==> src/hdl/tbg_pkg.sv <==
// Shared constants, types and codes of the tone burst generator.
`default_nettype none

package tbg_pkg;

	localparam int unsigned SAMPLE_RATE_DEFAULT = 16000;

	// widths of the item fields
	localparam int unsigned FIELD_W  = 16;
	localparam int unsigned KIND_W   = 3;
	localparam int unsigned SAMPLE_W = 15;
	localparam int unsigned MAG_W    = 14;

	localparam int unsigned FIELD_MAX = 65535;
	localparam int unsigned AMPLITUDE = 16000;
	localparam int unsigned MS_PER_S  = 1000;
	localparam int unsigned CHUNKS_PER_S = 10;

	// reciprocal of 1000, exact for dividends below 2^26
	localparam int unsigned    RECIP_SHIFT = 36;
	localparam longint unsigned RECIP_MS   =
		((64'd1 << RECIP_SHIFT) + 64'(MS_PER_S) - 64'd1) / 64'(MS_PER_S);

	// pi/2 in Q62 and the Taylor divisors (2k)(2k+1) of the sine series
	localparam logic [63:0] HALF_PI_Q62 = 64'h6487ED5110B4611A;
	localparam int unsigned TAYLOR_TERMS = 13;
	localparam longint unsigned TAYLOR_DIV [TAYLOR_TERMS] =
		'{64'd6, 64'd20, 64'd42, 64'd72, 64'd110, 64'd156, 64'd210,
		  64'd272, 64'd342, 64'd420, 64'd506, 64'd600, 64'd702};

	localparam logic CMD_START = 1'b0;
	localparam logic CMD_TICK  = 1'b1;

	typedef logic signed [SAMPLE_W-1:0] sample_t;

	typedef enum logic [KIND_W-1:0] {
		KIND_IDLE,
		KIND_TONE,
		KIND_GAP,
		KIND_STARTED,
		KIND_IGNORED
	} kind_t;

	// what the sequencer reports for one accepted word
	typedef struct packed {
		kind_t kind;
		logic  last;
		logic  tone;
	} seq_result_t;

endpackage

`default_nettype wire

==> src/hdl/tbg_sequencer.sv <==
// Burst sequencer: start decode, segment and repeat counting, phase accumulation.
`default_nettype none

module tbg_sequencer #(
	parameter int unsigned SAMPLE_RATE_HZ = tbg_pkg::SAMPLE_RATE_DEFAULT,
	parameter int unsigned PH_W           = $clog2(SAMPLE_RATE_HZ)
) (
	input  wire logic                          clk,
	input  wire logic                          arst_n,
	input  wire logic                          acc,
	input  wire logic                          cmd,
	input  wire logic [tbg_pkg::FIELD_W-1:0]   tone_freq,
	input  wire logic [tbg_pkg::FIELD_W-1:0]   tone_ms,
	input  wire logic [tbg_pkg::FIELD_W-1:0]   pause_ms,
	input  wire logic [tbg_pkg::FIELD_W-1:0]   repeat_count,
	output tbg_pkg::seq_result_t               res,
	output logic                               rom_rd,
	output logic [PH_W-1:0]                    rom_addr
);

	localparam int unsigned SR       = SAMPLE_RATE_HZ;
	localparam int unsigned CHUNK    = SR / tbg_pkg::CHUNKS_PER_S;
	localparam int unsigned CH_W     = $clog2(CHUNK);
	localparam longint unsigned LEN_MAX =
		(64'(tbg_pkg::FIELD_MAX) * 64'(SR)) / 64'(tbg_pkg::MS_PER_S);
	localparam int unsigned LEN_W    = $clog2(LEN_MAX + 64'd1);
	localparam int unsigned RATE_K   = SR / tbg_pkg::MS_PER_S;
	localparam int unsigned RATE_R   = SR % tbg_pkg::MS_PER_S;
	localparam int unsigned FOLD_MAX = tbg_pkg::FIELD_MAX / SR;
	localparam int unsigned FW       = tbg_pkg::FIELD_W;

	// ms * SR / 1000 as ms * (SR / 1000) plus a reciprocal product for the remainder
	function automatic logic [LEN_W-1:0] ms_to_len(input logic [FW-1:0] ms);
		logic [25:0] part;
		logic [52:0] prod;
		part = 26'(ms * RATE_R);
		prod = 53'(part) * 53'(tbg_pkg::RECIP_MS);
		return LEN_W'(ms * RATE_K) + LEN_W'(prod[52:tbg_pkg::RECIP_SHIFT]);
	endfunction

	logic               busy_q,    busy_n;
	logic [PH_W-1:0]    step_q,    step_n;
	logic [PH_W-1:0]    phase_q,   phase_n;
	logic [CH_W-1:0]    chunk_q,   chunk_n;
	logic [LEN_W-1:0]   seg_q,     seg_n;
	logic               gap_q,     gap_n;
	logic [FW-1:0]      reps_q,    reps_n;
	logic [LEN_W-1:0]   tone_len_q, tone_len_n;
	logic [LEN_W-1:0]   gap_len_q,  gap_len_n;

	logic [LEN_W-1:0]   tl, gl;
	logic [PH_W-1:0]    step_mod;
	logic [PH_W:0]      phase_sum;
	logic [CH_W:0]      chunk_inc;
	logic [LEN_W-1:0]   seg_dec;
	logic               playable;

	assign tl = ms_to_len(tone_ms);
	assign gl = ms_to_len(pause_ms);
	assign playable = (repeat_count != '0) &&
		((tl != '0) || ((repeat_count > FW'(1)) && (gl != '0)));

	// frequency modulo the rate: pick the largest multiple that fits
	always_comb begin
		step_mod = '0;
		for (int k = 0; k <= FOLD_MAX; k++) begin
			if ({1'b0, tone_freq} >= 17'(k * SR))
				step_mod = PH_W'({1'b0, tone_freq} - 17'(k * SR));
		end
	end

	assign phase_sum = {1'b0, phase_q} + {1'b0, step_q};
	assign chunk_inc = {1'b0, chunk_q} + (CH_W + 1)'(1);
	assign seg_dec   = seg_q - LEN_W'(1);

	always_comb begin
		busy_n     = busy_q;
		step_n     = step_q;
		phase_n    = phase_q;
		chunk_n    = chunk_q;
		seg_n      = seg_q;
		gap_n      = gap_q;
		reps_n     = reps_q;
		tone_len_n = tone_len_q;
		gap_len_n  = gap_len_q;
		res.kind   = tbg_pkg::KIND_IDLE;
		res.last   = 1'b0;
		res.tone   = 1'b0;

		if (cmd == tbg_pkg::CMD_START) begin
			if (busy_q || !playable) begin
				res.kind = tbg_pkg::KIND_IGNORED;
			end else begin
				res.kind   = tbg_pkg::KIND_STARTED;
				busy_n     = 1'b1;
				step_n     = step_mod;
				tone_len_n = tl;
				gap_len_n  = gl;
				reps_n     = repeat_count - FW'(1);
				chunk_n    = '0;
				phase_n    = '0;
				// an empty burst goes straight to its gap
				if (tl != '0) begin
					gap_n = 1'b0;
					seg_n = tl;
				end else begin
					gap_n = 1'b1;
					seg_n = gl;
				end
			end
		end else if (busy_q) begin
			if (gap_q) begin
				res.kind = tbg_pkg::KIND_GAP;
			end else begin
				res.kind = tbg_pkg::KIND_TONE;
				res.tone = 1'b1;
				if (phase_sum >= (PH_W + 1)'(SR))
					phase_n = PH_W'(phase_sum - (PH_W + 1)'(SR));
				else
					phase_n = phase_sum[PH_W-1:0];
				if (chunk_inc >= (CH_W + 1)'(CHUNK)) begin
					chunk_n = '0;
					phase_n = '0;
				end else begin
					chunk_n = chunk_inc[CH_W-1:0];
				end
			end
			seg_n = seg_dec;

			if (seg_dec == '0) begin
				if (!gap_q) begin
					// burst ended
					if (reps_q == '0) begin
						busy_n   = 1'b0;
						res.last = 1'b1;
					end else if (gap_len_q != '0) begin
						gap_n = 1'b1;
						seg_n = gap_len_q;
					end else begin
						reps_n  = reps_q - FW'(1);
						gap_n   = 1'b0;
						chunk_n = '0;
						phase_n = '0;
						seg_n   = tone_len_q;
					end
				end else begin
					// gap ended
					if (reps_q == '0) begin
						busy_n   = 1'b0;
						res.last = 1'b1;
					end else begin
						reps_n  = reps_q - FW'(1);
						chunk_n = '0;
						phase_n = '0;
						if (tone_len_q != '0) begin
							gap_n = 1'b0;
							seg_n = tone_len_q;
						end else if (reps_q == FW'(1)) begin
							busy_n   = 1'b0;
							res.last = 1'b1;
						end else begin
							gap_n = 1'b1;
							seg_n = gap_len_q;
						end
					end
				end
			end
		end
	end

	always_ff @(posedge clk or negedge arst_n) begin
		if (!arst_n) begin
			busy_q     <= 1'b0;
			step_q     <= '0;
			phase_q    <= '0;
			chunk_q    <= '0;
			seg_q      <= '0;
			gap_q      <= 1'b0;
			reps_q     <= '0;
			tone_len_q <= '0;
			gap_len_q  <= '0;
		end else if (acc) begin
			busy_q     <= busy_n;
			step_q     <= step_n;
			phase_q    <= phase_n;
			chunk_q    <= chunk_n;
			seg_q      <= seg_n;
			gap_q      <= gap_n;
			reps_q     <= reps_n;
			tone_len_q <= tone_len_n;
			gap_len_q  <= gap_len_n;
		end
	end

	// look up the sample of the current phase
	assign rom_rd   = acc && res.tone;
	assign rom_addr = phase_q;

	a_last_ends_sequence: assert property (@(posedge clk) disable iff (!arst_n)
		acc && res.last |=> !busy_q)
		else $error("sequencer still busy after the last sample");

	a_start_while_busy: assert property (@(posedge clk) disable iff (!arst_n)
		acc && (cmd == tbg_pkg::CMD_START) && busy_q |-> res.kind == tbg_pkg::KIND_IGNORED)
		else $error("start accepted while a sequence plays");

	a_phase_in_range: assert property (@(posedge clk) disable iff (!arst_n)
		busy_q |-> (32'(phase_q) < SR) && (32'(step_q) < SR) && (seg_q != '0))
		else $error("phase, step or segment count out of range while busy");

endmodule

`default_nettype wire

==> config.mk <==
export PLATFORM = sky130hd
export DESIGN_NAME = tbg_sequencer
export DESIGN_NICKNAME = d
export VERILOG_FILES = /design/src/hdl/tbg_pkg.sv /design/src/hdl/tbg_sequencer.sv
export SDC_FILE = /design/constraint.sdc
export NUM_CORES = 1
export LEC_CHECK = 0
export BUFFER_PORTS_ARGS = -buffer_cell sky130_fd_sc_hd__buf_2
export CAP_MARGIN = 20
export CORE_UTILIZATION = 40
export CTS_CLUSTER_DIAMETER = 200
export DETAILED_ROUTE_END_ITERATION = 8
export PLACE_DENSITY_LB_ADDON = 0.25
export SETUP_SLACK_MARGIN = 0.15
export SYNTH_ARGS = -nofsm -noshare
export SYNTH_HDL_FRONTEND = slang
export SYNTH_SLANG_ARGS = --single-unit
==> constraint.sdc <==
create_clock -name clk -period 5.6 [get_ports clk]
set_clock_uncertainty 0.05 [all_clocks]
set_input_delay 0.56 -clock clk [delete_from_list [all_inputs] [get_ports clk]]
set_output_delay 0.56 -clock clk [all_outputs]
set_load 0.02 [all_outputs]
==> flow_summary.toml, run 1 <==
[critical_path]
crit_end = "res[1]"
crit_arrival_ns = 3.34
startpoint_type = "flop"
required_ns = 4.99
worstSetupStartpoint = "seg_q[0]$_DFFE_PN0P_"
crit-reg2reg-launch = "seg_q[0]$_DFFE_PN0P_"
worstReg2RegEnd = "reps_q[13]$_DFFE_PN0P_"
rr_worst_depth = 11
endpoint_kind = "primary output"
path_class = "flop to primary output"
r2r_slack_ns = 1.65
worstPathMaxFanout = 7

[power]
vdd_ir_drop_max_v = 0.000200
power.density_mw_per_mm2 = 391
p_leak_nw = 3.83

[worst_hold_path]
hold_path.class = "primary input to async pin"

[cells_and_area]
nFillCells = 1997
regArea_mm2 = 0.00273
nets = 1114
drive_gt1_frac = 0.162
areaGrowthSynthToFinish_pct = 10.7
final_util = 0.456
num_antenna_cells = 0
stdcell_area_mm2 = 0.00896
multiInputGateArea_mm2 = 0.00500

[clocking]
cts-hold-fix-buffers = 0
cts_sinks = 109
clkLatencyLatePin_ns = 0.37
post_cts_resized = 0
postCtsSetupRepairBufs = 0
ctsHtreeMaxLevel = 3
clock_path_buffers = 2
clkTransAtPathRegs_ns = 0.08
numCtsBuffers = 9
cts_tree = "built"
root_buffer = "clkbuf_16"

[route]
wirelength_um = 21700
viasPerCell = 5.89
antenna_left = 0
drc_errors = 0
via_count = 7557
wl_per_cell_um = 16.9
drt_iter0_markers = 383
first_pass_iters = 7

[logic_synthesis]
synth_cell_types = 77
syn_inst = 962
yosysWarnings = 0
async_flop_share = 1.00
syn_area_per_cell_um2 = 8.42
synth_edf_count = 0
yosysSeqAreaShare = 0.337
synth_seq_cells = 109
synth_area_mm2 = 0.00810
ys.flop_type = "dfrtp_1"
syn_nets = 1064

[sta]
setup_viol = 0
slew_headroom = 0.333
worst_hold_slack_ns = 0.264
layout_min_cycle_time_ns = 3.95
rsz0062_at_grt = "no"
worst_pin_slew_ns = 0.991
hold_viol = 0
slew_violations = 0
fin_crit_sh = 0.706
fin_tns_setup_ns = 0
max_freq_mhz = 253
setup_ws_ns = 1.65

[floorplan]
chipWidth_um = 144
io_pins = 88
core-area_mm2 = 0.0197
rows = 51
start_util = 0.412
die_h_um = 144
fp.dieArea_mm2 = 0.0208

[place]
dp_worst_setup_slack_ns = 1.74
dp_hpwl_um = 16000
placed_area_mm2 = 0.00866
gp_congestion = 0.899
port-buffer-count = 87

[global_route]
grtUsageTotal = 0.217
overflow = 0
grt_pass1_vias = 6965
grt_start_max_net_pins = 72
grt_pass1_wl_um = 35500
antenna_found_initial = 0

[status]
outcome = "completed"

[run]
drv_cap = 0
## synthesized netlist by cell type, types with 22 or more instances
| cell | count | area [µm²] |
|---|---|---|
| ha_1 | 33 | 413 |
| xnor2_1 | 29 | 254 |
| nor2_1 | 61 | 229 |
| a211oi_1 | 22 | 165 |
| a21oi_1 | 85 | 425 |
| clkbuf_1 | 31 | 116 |
| nor3_1 | 42 | 210 |
| dfrtp_1 | 109 | 2730 |
| nand3_1 | 36 | 180 |
| o21ai_0 | 72 | 360 |
| inv_1 | 31 | 116 |
| mux2_2 | 40 | 450 |
| o22ai_1 | 24 | 150 |
| nor4_1 | 28 | 175 |
| nand2_1 | 90 | 338 |
## worst min path at each step
stage,start,endpoint,cells after the start
5_1_grt,arst_n,rom_addr[2]$_DFFE_PN0P_,1
3_5_place_dp,step_q[11]$_DFFE_PN0P_,step_q[11]$_DFFE_PN0P_,2
2_1_floorplan,arst_n,busy_q$_DFFE_PN0P_,0
4_1_cts,arst_n,rom_addr[2]$_DFFE_PN0P_,1
6_report,arst_n,rom_addr[2]$_DFFE_PN0P_,1
3_3_place_gp,step_q[10]$_DFFE_PN0P_,step_q[10]$_DFFE_PN0P_,2
## cell type report
class,count,area share
Multi-Input combinational cell,768,0.558
Sequential cell,109,0.304
Timing Repair Buffer,93,0.0539
Tap cell,265,0.0370
Clock buffer,9,0.0251
Inverter,31,0.0130
Clock inverter,7,0.00865
## through the flow
step / power (W) / cells
finish: 0.00350 / 1282
global route: 0.00377 / 1282
CTS: 0.00351 / 1282
detailed placement: 0.00284 / 1266
global placement: 0.00282 / 1266
floorplan: 0.00243 / 962
## power breakdown
group / switching, W / total [W] / internal (W)
clock: 0.000332 / 0.000650 / 0.000318
sequential: 0.000276 / 0.00126 / 0.000984
combinational: 0.000940 / 0.00159 / 0.000654
total: 0.00155 / 0.00350 / 0.00196
## per-layer routing
| layer | GRT usage | part of all wire | vias up |
|---|---|---|---|
| met4 | 0.0560 | 0.016 | 0 |
| met2 | 0.351 | 0.45 | 221 |
| met1 | 0.302 | 0.48 | 3587 |
| met3 | 0.0291 | 0.048 | 30 |
| li1 | - | - | 3719 |
| met5 | 0 | 0 | - |
## cells by family after synthesis
group / after synthesis / synth area share
compound gates: 310 / 0.243
xor+xnor: 39 / 0.0422
fa+ha+maj: 34 / 0.0534
buf+inv: 85 / 0.0460
flops: 109 / 0.337
mux: 45 / 0.0618
simple gates: 340 / 0.217
## placed cells by master, fill, tap and decap left out, types with 29 or more instances in the layout
cell / n
nand2_1: 90
mux2_2: 40
nor3_1: 42
nand3_1: 36
ha_1: 33
xnor2_1: 29
a21oi_1: 85
buf_2: 86
o21ai_0: 72
dfrtp_1: 109
nor2_1: 61
inv_1: 31
## critical path, cell delays in order, from the launching register on
cell and delay, ns:
dfrtp_1 0.45, inv_1 0.09, ha_1 0.25, or3b_1 0.49, o31a_1 0.32, nor3_1 0.23
and4_1 0.23, nand4_1 0.24, nor3_1 0.43, buf_2 0.24
## registers in the layout (all words and copies together), names as in the netlist
register    flops
step_q         14
reps_q         16
gap_q           1
seg_q          20
tone_len_q     16
busy_q          1
gap_len_q      16
rom_addr       14
chunk_q        11
Power figures use the tool's default switching activity.
==> inputs of run 2 (changes only) <==
- clock period: 5.6 -> 4 ns (I/O delays scaled with it)
==> flow_summary.toml, run 2 (synthesized netlist as in run 1, its figures left out) <==
[sta]
setup_viol = 0
slew_violations = 0
worst_pin_slew_ns = 0.936
rsz0062_at_grt = "no"
layout_min_cycle_time_ns = 3.63
fin_tns_setup_ns = 0
max_freq_mhz = 275
fin_crit_sh = 0.908
hold_viol = 0
slew_headroom = 0.376

[global_route]
grt_pass1_vias = 7016
grt_pass1_wl_um = 35600
grtUsageTotal = 0.217
antenna_found_initial = 0
overflow = 0
grt_start_max_net_pins = 64

[critical_path]
worst_path_max_delay_cell = "or3b_1"
cp_slowest_stage_delay_ns = 0.47
path_cells = "inv_1, ha_1, or3b_1, o31a_1, nor3_1, and4_1, nand4_1, nor3_2, buf_2"
crit_arrival_ns = 3.18
path_class = "flop to primary output"
required_ns = 3.55
worstPathMaxFanout = 6
startpoint_type = "flop"
endpoint_kind = "primary output"

[route]
first_pass_iters = 6
via_count = 7605
viasPerCell = 5.88
drc_errors = 0
wirelength_um = 21700
antenna_left = 0
wl_met3_um = 1060
m1WireLength_um = 10400
wl_per_cell_um = 16.8
route.met2.wl_um = 9770
drt_iter0_markers = 438
dr.max_layer_used = "met4"

[cells_and_area]
nets = 1125
areaGrowthSynthToFinish_pct = 12.0
stdcell_area_mm2 = 0.00908
layout_commonest_cell = "dfrtp_1"
num_antenna_cells = 0
layout_common_cells = "109 x dfrtp_1, 90 x nand2_1, 86 x buf_2"
largest_register_ffs = 20
regMostFlops = "seg_q"
drive_gt1_frac = 0.172

[floorplan]
fp.dieArea_mm2 = 0.0208
core-area_mm2 = 0.0197
io_pins = 88
start_util = 0.412
chipWidth_um = 144
die_h_um = 144
rows = 51

[run]
drv_cap = 0

[power]
vdd_ir_drop_max_v = 0.000268
p_leak_nw = 3.89
power.density_mw_per_mm2 = 545

[clocking]
cts_sinks = 109
numCtsBuffers = 9
post_cts_resized = 0
postCtsSetupRepairBufs = 0
cts-hold-fix-buffers = 0
clkLatencyLatePin_ns = 0.37
cts_tree = "built"
clock_path_buffers = 2
clkTransAtPathRegs_ns = 0.08
ctsHtreeMaxLevel = 3
root_buffer = "clkbuf_16"

[worst_hold_path]
hold_path.class = "primary input to async pin"

[status]
outcome = "completed"

[place]
gp_congestion = 0.880
port-buffer-count = 87
dp_hpwl_um = 16400
placed_area_mm2 = 0.00876
[run 2: metal layers]
| metal | vias up | GRT usage |
|---|---|---|
| li1 | 3746 | - |
| met1 | 3608 | 0.302 |
| met2 | 213 | 0.343 |
| met3 | 38 | 0.0311 |
| met4 | 0 | 0.0770 |
| met5 | - | 0 |
[run 2: worst paths after layout]
kind / end / from / slack [ns] / cells after the start
setup / recovery: res[1] / seg_q[1]$_DFFE_PN0P_ / 0.37 / 9
hold / removal: step_q[4]$_DFFE_PN0P_ / arst_n / 0.08 / 1
setup reg to reg: reps_q[13]$_DFFE_PN0P_ / seg_q[1]$_DFFE_PN0P_ / 0.51 / 12
hold reg to reg: step_q[11]$_DFFE_PN0P_ / step_q[11]$_DFFE_PN0P_ / 0.45 / 2
max in group asynchronous: tone_len_q[18]$_DFFE_PN0P_ / arst_n / 2.95 / 2
min in group clk: step_q[2]$_DFFE_PN0P_ / tone_freq[2] / 0.23 / 2
[run 2: through the flow]
| stage | setup WS, ns | hold WS [ns] | power (W) | cells | utilization |
|---|---|---|---|---|---|
| after floorplan | 0.632 | 0.0544 | 0.00340 | 962 | - |
| after global placement | 0.623 | 0.424 | 0.00398 | 1277 | 0.446 |
| after detailed placement | 0.530 | 0.434 | 0.00401 | 1277 | 0.446 |
| after CTS | 0.326 | 0.114 | 0.00495 | 1293 | 0.461 |
| after global routing | 0.194 | 0.148 | 0.00533 | 1293 | 0.462 |
| final | 0.367 | 0.0770 | 0.00494 | 1293 | 0.462 |
[run 2: area by class of cell]
cell class	count	area, µm²
sequential	109	2730
inverter	31	116
fill	1973	10600
multi-input combinational	768	5010
clock inverter	7	82.6
timing repair buffer	104	578
tap	265	332
clock buffer	9	225
[run 2: worst max-delay path, delay by kind of cell (launching register included)]
kind | cells | cell delay [ns]
flip-flops | 1 | 0.44
buffers and inverters | 2 | 0.32
AND/OR/NAND/NOR | 5 | 1.49
AO/OA/AOI/OAI | 1 | 0.30
adder cells (fa/ha/maj) | 1 | 0.26
[run 2: power by group]
group          switching (W)  internal, W  total [W]
clock               0.000476     0.000445   0.000921
combinational        0.00131     0.000931    0.00225
sequential          0.000398      0.00138    0.00178
